$ cat src/rtl/assert_macros.svh
// Assertion macros for the RTL files.
`ifndef ASSERT_MACROS_SVH
`define ASSERT_MACROS_SVH

// Clocked assertion, disabled while reset is high.
`define ASSERT_CLK(label, clk, rst, prop) \
   label: assert property (@(posedge clk) disable iff (rst) prop) \
      else $error("assertion failed");

// Next-cycle implication built on the clocked form.
`define ASSERT_NEXT(label, clk, rst, ante, cons) \
   `ASSERT_CLK(label, clk, rst, (ante) |=> (cons))

`endif

$ cat src/rtl/tgfs_pkg.sv
// Types, constants, glyph ROM and palette for the glyph frame buffer.
`default_nettype none
package tgfs_pkg;

   localparam int FRAME_WIDTH_DEF  = 160;
   localparam int FRAME_HEIGHT_DEF = 128;
   localparam int NUM_BANKS        = 8;
   localparam int GLYPH_COLS       = 6;
   localparam int LINE_STEP        = 10;

   localparam logic [1:0] OP_PLACE = 2'd0;
   localparam logic [1:0] OP_CHAR  = 2'd1;
   localparam logic [1:0] OP_SCAN  = 2'd2;

   localparam logic [7:0] CHAR_LF    = 8'h0a;
   localparam logic [7:0] CHAR_CR    = 8'h0d;
   localparam logic [7:0] CHAR_SPACE = 8'h20;
   localparam logic [7:0] CHAR_QMARK = 8'h3f;
   localparam logic [7:0] CHAR_DEL   = 8'h7f;

   typedef struct packed {
      logic [1:0] operation;
      logic [7:0] x_pos;
      logic [7:0] y_pos;
      logic [3:0] color;
      logic [7:0] char_code;
   } req_type;

   typedef struct packed {
      logic [15:0] pixel_rgb565;
      logic        last_pixel;
   } rsp_type;

   typedef struct packed {
      logic [NUM_BANKS-1:0] we;
      logic [NUM_BANKS-1:0] inc;
      logic [3:0]           wdata;
      logic                 rd_en;
   } bank_ctrl_type;

   function automatic logic [8:0] sat_add9(input logic [8:0] a, input logic [3:0] b);
      logic [9:0] s;
      s = {1'b0, a} + 10'(b);
      return s[9] ? 9'h1ff : s[8:0];
   endfunction

   // Column 0 in the top byte, bit 0 of a column is the top row.
   function automatic logic [47:0] glyph_bits(input logic [6:0] idx);
      logic [47:0] g;
      case (idx)
         7'd0:  g = 48'h000000000000;
         7'd1:  g = 48'h00005e000000;
         7'd2:  g = 48'h000e000e0000;
         7'd3:  g = 48'h28fe28fe2800;
         7'd4:  g = 48'h4c92ff926400;
         7'd5:  g = 48'h02651248a640;
         7'd6:  g = 48'h6c92926ca000;
         7'd7:  g = 48'h00000e000000;
         7'd8:  g = 48'h00007c820000;
         7'd9:  g = 48'h0000827c0000;
         7'd10: g = 48'h543810385400;
         7'd11: g = 48'h10107c101000;
         7'd12: g = 48'h000090700000;
         7'd13: g = 48'h101010101000;
         7'd14: g = 48'h000060600000;
         7'd15: g = 48'h006010080600;
         7'd16: g = 48'h003c42423c00;
         7'd17: g = 48'h00447e400000;
         7'd18: g = 48'h004462524c00;
         7'd19: g = 48'h00424a4e3200;
         7'd20: g = 48'h3028247e2000;
         7'd21: g = 48'h004e4a4a3200;
         7'd22: g = 48'h003c4a4a3000;
         7'd23: g = 48'h000262120e00;
         7'd24: g = 48'h00344a4a3400;
         7'd25: g = 48'h000c52523c00;
         7'd26: g = 48'h00006c6c0000;
         7'd27: g = 48'h000096760000;
         7'd28: g = 48'h102828444400;
         7'd29: g = 48'h282828282800;
         7'd30: g = 48'h444428281000;
         7'd31: g = 48'h000259090600;
         7'd32: g = 48'h3c425a560800;
         7'd33: g = 48'h781412147800;
         7'd34: g = 48'h7e4a4a4a3400;
         7'd35: g = 48'h003c42422400;
         7'd36: g = 48'h007e42423c00;
         7'd37: g = 48'h007e4a4a4200;
         7'd38: g = 48'h007e0a0a0200;
         7'd39: g = 48'h003c42523400;
         7'd40: g = 48'h007e08087e00;
         7'd41: g = 48'h00427e420000;
         7'd42: g = 48'h2040423e0200;
         7'd43: g = 48'h007e08146200;
         7'd44: g = 48'h007e40404000;
         7'd45: g = 48'h7e0418047e00;
         7'd46: g = 48'h007e04087e00;
         7'd47: g = 48'h3c4242423c00;
         7'd48: g = 48'h007e12120c00;
         7'd49: g = 48'h003c5262bc00;
         7'd50: g = 48'h007e12126c00;
         7'd51: g = 48'h00244a522400;
         7'd52: g = 48'h02027e020200;
         7'd53: g = 48'h003e40403e00;
         7'd54: g = 48'h001e70701e00;
         7'd55: g = 48'h7e2018207e00;
         7'd56: g = 48'h422418244200;
         7'd57: g = 48'h060870080600;
         7'd58: g = 48'h0062524a4600;
         7'd59: g = 48'h007e42420000;
         7'd60: g = 48'h000608106000;
         7'd61: g = 48'h0042427e0000;
         7'd62: g = 48'h080402040800;
         7'd63: g = 48'h808080808000;
         7'd64: g = 48'h000002040000;
         7'd65: g = 48'h003048487800;
         7'd66: g = 48'h007e48483000;
         7'd67: g = 48'h003048484800;
         7'd68: g = 48'h003048487e00;
         7'd69: g = 48'h003068585000;
         7'd70: g = 48'h00107c120400;
         7'd71: g = 48'h0018a4a47800;
         7'd72: g = 48'h007e08087000;
         7'd73: g = 48'h00487a400000;
         7'd74: g = 48'h0040847d0000;
         7'd75: g = 48'h007e10284000;
         7'd76: g = 48'h00427e400000;
         7'd77: g = 48'h780830087000;
         7'd78: g = 48'h007808087000;
         7'd79: g = 48'h003048483000;
         7'd80: g = 48'h00fc24241800;
         7'd81: g = 48'h00182424fc00;
         7'd82: g = 48'h007810081000;
         7'd83: g = 48'h005058682800;
         7'd84: g = 48'h00083e482000;
         7'd85: g = 48'h003840407800;
         7'd86: g = 48'h001860601800;
         7'd87: g = 48'h384030403800;
         7'd88: g = 48'h004830304800;
         7'd89: g = 48'h005ca0a07c00;
         7'd90: g = 48'h004868584800;
         7'd91: g = 48'h000836410000;
         7'd92: g = 48'h0000fe000000;
         7'd93: g = 48'h004136080000;
         7'd94: g = 48'h000804080400;
         default: g = 48'h000000000000;
      endcase
      return g;
   endfunction

   function automatic logic [15:0] palette_rgb(input logic [3:0] idx);
      logic [15:0] c;
      case (idx)
         4'd0:  c = 16'h0000;
         4'd1:  c = 16'hFFFF;
         4'd2:  c = 16'hF904;
         4'd3:  c = 16'hFC98;
         4'd4:  c = 16'hFC06;
         4'd5:  c = 16'hFFA1;
         4'd6:  c = 16'h24F4;
         4'd7:  c = 16'h7EEA;
         4'd8:  c = 16'h01F5;
         4'd9:  c = 16'h879F;
         4'd10: c = 16'h8978;
         4'd11: c = 16'hA413;
         4'd12: c = 16'h5A0D;
         4'd13: c = 16'hE678;
         4'd14: c = 16'h9227;
         default: c = 16'h0000;
      endcase
      return c;
   endfunction

endpackage
`default_nettype wire

$ cat src/rtl/tgfs_addr_unit.sv
// Shared address unit: column times bank height plus row group.
`default_nettype none
module tgfs_addr_unit #(
   parameter int FRAME_WIDTH  = tgfs_pkg::FRAME_WIDTH_DEF,
   parameter int FRAME_HEIGHT = tgfs_pkg::FRAME_HEIGHT_DEF,
   localparam int HB    = (FRAME_HEIGHT + tgfs_pkg::NUM_BANKS - 1) / tgfs_pkg::NUM_BANKS,
   localparam int DEPTH = FRAME_WIDTH * HB,
   localparam int AW    = $clog2(DEPTH)
) (
   input  logic [7:0]    col,
   input  logic [7:0]    row,
   output logic [AW-1:0] addr
);
   import tgfs_pkg::*;

   logic [15:0] prod;

   assign prod = 16'(col) * 16'(HB);
   assign addr = AW'(prod + 16'(row[7:3]));

endmodule
`default_nettype wire

$ cat config.mk
export PLATFORM = sky130hd
export DESIGN_NAME = tgfs_addr_unit
export DESIGN_NICKNAME = d
export VERILOG_FILES = /design/src/rtl/assert_macros.svh /design/src/rtl/tgfs_pkg.sv /design/src/rtl/tgfs_addr_unit.sv
export SDC_FILE = /design/constraint.sdc
export NUM_CORES = 1
export LEC_CHECK = 0
export BUFFER_PORTS_ARGS = -buffer_cell sky130_fd_sc_hd__buf_2
export CORE_AREA = 2 2 39 41
export DETAILED_ROUTE_END_ITERATION = 10
export DIE_AREA = 0 0 41 43
export PLACE_DENSITY_LB_ADDON = 0.15
export SYNTH_ARGS = -nofsm -noshare
export SYNTH_HDL_FRONTEND = slang
export SYNTH_SLANG_ARGS = --single-unit
$ cat constraint.sdc
create_clock -name vclk -period 1.8
set_clock_uncertainty 0.2 [all_clocks]
set_input_delay 0.09 -clock vclk [all_inputs]
set_output_delay 0.09 -clock vclk [all_outputs]
set_load 0.1 [all_outputs]
==> flow_metrics.tcl, run 1 <==
set metrics [dict create \
    status "completed" \
    multi_input_area_um2 163 \
    via_per_inst 3.66 \
    hold_viol 0 \
    die_x_um 41 \
    core_area_um2 1380 \
    drc 0 \
    vdd_drop_max_mv 0.190 \
    maxCapViolCount 0 \
    dieArea_um2 1760 \
    hp-class "primary input to primary output" \
    wl_per_cell_um 7.98 \
    max_stage_delay_ns 1.18 \
    worst-path-buf-inv 1 \
    synth.top_cells.by_count "buf_4 (4), xnor2_1 (3), xor2_1 (3)" \
    required_ns 1.51 \
    gp_congestion 0.599 \
    post-route-period-util_pct 86.8 \
    crit_fanout 1 \
    tns_ns 0 \
    rsz0062_at_grt "false" \
    drt_wl_total_um 423 \
    fin_area_um2 383 \
    synthDistinctLibCells 10 \
    grt_max_degree 5 \
    max_freq_mhz 640 \
    design.seq.count 0 \
    layout_min_cycle_time_ns 1.56 \
    port_buffers 17 \
    power_density_nw_per_um2 581 \
    start_util_pct 11.2 \
    drtIter0Drc 1 \
    register_area_um2 0 \
    setup_violations 0 \
    area_growth_pct 147 \
    cpLargestDelayFamily "buffers and inverters" \
    tightest_slew_ns 0.974 \
    grt_pass1_vias 202 \
    avgSynthCellArea_um2 7.76 \
    power.leakage_nw 0.180 \
    fin_nets 57 \
    dr.pass1.iters 2 \
    cp_cell_sequence "dlygate4sd3_1" \
    ant_nets 0 \
    antenna_found_initial 0 \
    syn_area_um2 155 \
    row_count 14 \
    final.fill_count 155 \
    grt_pass1_wl_um 676 \
    syn-num-nets 38 \
    dp_hpwl_um 436 \
    critPathSlowestCell "dlygate4sd3_1" \
    seq_area_frac_synth_pct 0 \
    clkbuf_count 0 \
    netlist_instances 20 \
    p_total_mw 0.222 \
    track_usage_pct 5.02 \
    cp-end-kind "primary output" \
    relSlewSlack_pct 34.9 \
    via_count 194 \
    grt-ovfl-total 0 \
    die_y_um 43 \
    synth.most_common_cell "buf_4" \
    yosysTopAreaCell "buf_4" \
    placed_cell_area_um2 343 \
    startpoint_type "primary input" \
    drive_gt1_share_pct 64.9 \
    path_class "primary input to primary output" \
    holdWs_ns 0.325 \
    post-route-util_pct 27.7 \
    diodes 0 \
    maxSlewViolCount 0 \
    yosys_warnings 0 \
    ys_top_cells_by_area "buf_4 (19%), xnor2_1 (17%), xor2_1 (17%)" \
    arrival_ns 1.27 \
    io_pins 28 \
    synth_top_area_share_pct 19.4 \
]
repair_timing:
item	in CTS	in global routing
resized for setup	0	0
setup buffers	0	0
hold endpoints to repair	4	0
hold buffers	4	0
cell usage in the layout (no fill, tap or decap), drive strengths merged:
master and instances:
and3 1, buf 17, dlygate4sd3 4, ha 2
nand2 2, nand3 3, nor2 1, nor3 1
xnor2 3, xor2 3
layout make-up:
cell class	count	share of cell area (%)
Multi-Input combinational cell	16	42.5
Tap cell	16	5.23
Timing Repair Buffer	21	52.3
path summary, 6_finish.rpt:
path,cells past startpoint,from,endpoint,slack (ns)
worst max-delay path,1,row[6],addr[3],0.24
worst min-delay path,3,col[7],addr[11],0.32
report_power, final:
| part | leakage (nW) | internal (mW) | switching [mW] |
|---|---|---|---|
| Combinational | 0.180 | 0.0565 | 0.166 |
| Clock | 0 | 0 | 0 |
| Sequential | 0 | 0 | 0 |
stage by stage:
step | setup WS, ns | cells
finish | 0.238 | 53
global route | 0.229 | 53
CTS | 0.237 | 53
detailed placement | 0.375 | 49
global placement | 0.384 | 49
floorplan | -0.427 | 20
logic make-up after synthesis:
| kind of cell | Yosys count | share of synthesized area (%) |
|---|---|---|
| AND/OR/NAND/NOR | 8 | 30.6 |
| buffers and inverters | 4 | 19.4 |
| adder cells (fa/ha/maj) | 2 | 16.1 |
| XOR/XNOR | 6 | 33.9 |
layer usage:
metal / global-route usage [%] / vias up / part of all wire (%)
met5: 0 / - / 0
met4: 0 / 0 / 0
met3: 0 / 0 / 22
met2: 9.38 / 18 / 46
met1: 6.41 / 82 / 32
li1: - / 94 / -
Power figures use the tool's default switching activity.
==> run 2, diff against run 1 <==
PLACE_DENSITY = 0.43   (was unset)
PLACE_DENSITY_LB_ADDON = unset   (was 0.15)
==> flow_metrics.tcl, run 2 (synthesis gave the netlist of run 1 again) <==
set metrics [dict create \
    grt-ovfl-total 0 \
    critPathSlowestCell "dlygate4sd3_1" \
    wl_met2_um 143 \
    drt_wl_total_um 405 \
    grt_pass1_vias 133 \
    design.seq.count 0 \
    grt_pass1_wl_um 538 \
    crit_fanout 1 \
    wl_per_cell_um 7.64 \
    p_seq_share_pct 0 \
    top_layer "met3" \
    row_count 14 \
    arrival_ns 1.27 \
    power_density_nw_per_um2 582 \
    maxCapViolCount 0 \
    track_usage_pct 4.01 \
    met3WireLength_um 89 \
    max_freq_mhz 641 \
    via_per_inst 3.74 \
    post-route-util_pct 27.7 \
    layout_min_cycle_time_ns 1.56 \
    clockPowerShare_pct 0 \
    place_ws_ns 0.370 \
    path_class "primary input to primary output" \
    power_frac_comb_pct 100.0 \
    rsz0062_at_grt "false" \
    antenna_found_initial 0 \
    ant_nets 0 \
    drtIter0Drc 1 \
    setup_violations 0 \
    fin_nets 57 \
    wl_met1_um 172 \
    register_area_um2 0 \
    max_stage_delay_ns 1.18 \
    final_common_cell "buf_2" \
    start_util_pct 11.2 \
    grt_max_degree 5 \
    status "completed" \
    core_area_um2 1380 \
    fin_area_um2 383 \
    diodes 0 \
    relSlewSlack_pct 35.1 \
    startpoint_type "primary input" \
    dr.pass1.iters 4 \
    hold_buffers 4 \
    drc 0 \
    port_buffers 17 \
    worst-path-buf-inv 1 \
    fin_ws_ns 0.240 \
    p_total_mw 0.223 \
    power.leakage_nw 0.180 \
    die_x_um 41 \
    dieArea_um2 1760 \
    intPower_mw 0.0565 \
    maxSlewViolCount 0 \
    cpLargestDelayFamily "buffers and inverters" \
    cts_setup_buffers 0 \
    dp_hpwl_um 370 \
    required_ns 1.51 \
    tightest_slew_ns 0.971 \
    vdd_drop_max_mv 0.164 \
    hold_viol 0 \
    via_count 198 \
    clkbuf_count 0 \
    cp_cell_sequence "dlygate4sd3_1" \
    io_pins 28 \
    p_sw_share_pct 74.6 \
    cp-end-kind "primary output" \
    die_y_um 43 \
    placed_cell_area_um2 343 \
    post-route-period-util_pct 86.7 \
    area_growth_pct 147 \
    gp_congestion 0.657 \
    power.net_switching_mw 0.166 \
    hp-class "primary input to primary output" \
    drive_gt1_share_pct 64.9 \
    post_cts_resized 0 \
    layout_common_cells "buf_2 (12), buf_12 (5), dlygate4sd3_1 (4), xor2_2 (3)" \
]
[run 2: tightest hold or removal path, stage by stage]
cell    delay, ns
buf_2        0.10
xor2_2       0.08
buf_12       0.16
[run 2: per-layer routing]
| layer | vias up | GRT usage (%) |
|---|---|---|
| met4 | 0 | 0 |
| li1 | 95 | - |
| met5 | - | 0 |
| met2 | 21 | 5.94 |
| met1 | 82 | 6.71 |
| met3 | 0 | 0 |
[run 2: area by class of cell]
| class | instances | area [um2] |
|---|---|---|
| tap | 16 | 20.0 |
| fill | 140 | 1000 |
| timing repair buffer | 21 | 200 |
| multi-input combinational | 16 | 163 |
[run 2: power by group through the flow]
stage	clock (mW)	combinational, mW	sequential [mW]
floorplan	0	0.168	0
global placement	0	0.181	0
detailed placement	0	0.182	0
CTS	0	0.224	0
global route	0	0.229	0
finish	0	0.223	0
[run 2: path summary, 6_finish.rpt]
| path | depth (start not counted) | from | slack, ns | end |
|---|---|---|---|---|
| setup / recovery | 1 | row[6] | 0.24 | addr[3] |
| hold / removal | 3 | col[7] | 0.33 | addr[11] |
[run 2: through the flow]
| stage | setup TNS, ns | std cells | hold slack [ns] |
|---|---|---|---|
| detailed placement | 0 | 49 | -0.0193 |
| finish | 0 | 53 | 0.329 |
| global placement | 0 | 49 | -0.0193 |
| CTS | 0 | 53 | 0.337 |
| global route | 0 | 53 | 0.346 |
| floorplan | -0.476 | 20 | 0.192 |
==> run 3, diff against run 2 <==
REMOVE_ABC_BUFFERS = 1   (was unset)
==> flow_metrics.tcl, run 3 (synthesis gave the netlist of run 1 again) <==
set metrics [dict create \
    register_area_um2 0 \
    place_ws_ns 0.333 \
    tightest_slew_ns 0.983 \
    antenna_found_initial 0 \
    design.seq.count 0 \
    critPathSlowestCell "dlygate4sd3_1" \
    stdcell_count 53 \
    relSlewSlack_pct 34.2 \
    startpoint_type "primary input" \
    row_count 14 \
    setup_violations 0 \
    dp_cells 49 \
    drtIter0Drc 0 \
    required_ns 1.51 \
    hold_buffers 4 \
    power.leakage_nw 0.165 \
    worst_hold_path.endpoint "addr[11]" \
    drive_gt1_share_pct 51.4 \
    drc 0 \
    dr.pass1.iters 1 \
    via_per_inst 3.51 \
    placed_cell_area_um2 305 \
    core_area_um2 1380 \
    via_count 186 \
    grt_max_degree 5 \
    status "completed" \
    dieArea_um2 1760 \
    layout_common_cells "buf_2 (12), buf_12 (5), dlygate4sd3_1 (4), xor2_1 (3), xnor2_1 (3)" \
    max_stage_delay_ns 1.19 \
    maxCapViolCount 0 \
    path_class "primary input to primary output" \
    tns_ns 0 \
    hold_depth 3 \
    grt-ovfl-total 0 \
    fin_ws_ns 0.231 \
    min_from "col[7]" \
    cts_setup_buffers 0 \
    fin_nets 57 \
    track_usage_pct 5.00 \
    layout_min_cycle_time_ns 1.57 \
    drt_wl_total_um 451 \
    startpoint "row[5]" \
    die_x_um 41 \
    cp_cell_sequence "dlygate4sd3_1" \
    worst-path-buf-inv 1 \
    port_buffers 17 \
    ant_nets 0 \
    power_density_nw_per_um2 628 \
    hp-class "primary input to primary output" \
    cp-end-kind "primary output" \
    wl_per_cell_um 8.51 \
    rsz0062_at_grt "false" \
    cpLargestDelayFamily "buffers and inverters" \
    start_util_pct 11.2 \
    holdWs_ns 0.322 \
    diodes 0 \
    grt_pass1_wl_um 655 \
    final_common_cell "buf_2" \
    p_total_mw 0.217 \
    hold_viol 0 \
    die_y_um 43 \
    post_cts_resized 0 \
    grt_pass1_vias 185 \
    crit_fanout 1 \
    arrival_ns 1.28 \
    post-route-period-util_pct 87.2 \
    clkbuf_count 0 \
    gp_congestion 0.665 \
    area_growth_pct 123 \
    maxSlewViolCount 0 \
    fin_area_um2 345 \
    post-route-util_pct 25.0 \
    max_freq_mhz 637 \
    vdd_drop_max_mv 0.158 \
    io_pins 28 \
]
run 3: cell type report:
class,instances,area [um2]
fill,156,1040
multi-input combinational,16,125
tap,16,20.0
timing repair buffer,21,200
run 3: report_power, final:
group | internal, mW | leakage, nW | total, mW | switching (mW)
clock | 0 | 0 | 0 | 0
combinational | 0.0530 | 0.165 | 0.217 | 0.164
sequential | 0 | 0 | 0 | 0
run 3: worst max-delay path by stage:
stage | endpoint | depth (start not counted)
6_report | addr[2] | 1
3_5_place_dp | addr[8] | 6
2_1_floorplan | addr[8] | 4
3_3_place_gp | addr[10] | 6
4_1_cts | addr[0] | 1
5_1_grt | addr[2] | 1
run 3: routing by layer:
layer | vias to the layer above | share of wire, % | GRT usage (%)
met3 | 0 | 11 | 0
met2 | 11 | 49 | 8.44
met5 | - | 0 | 0
met1 | 78 | 39 | 7.28
li1 | 97 | - | -
met4 | 0 | 0 | 0
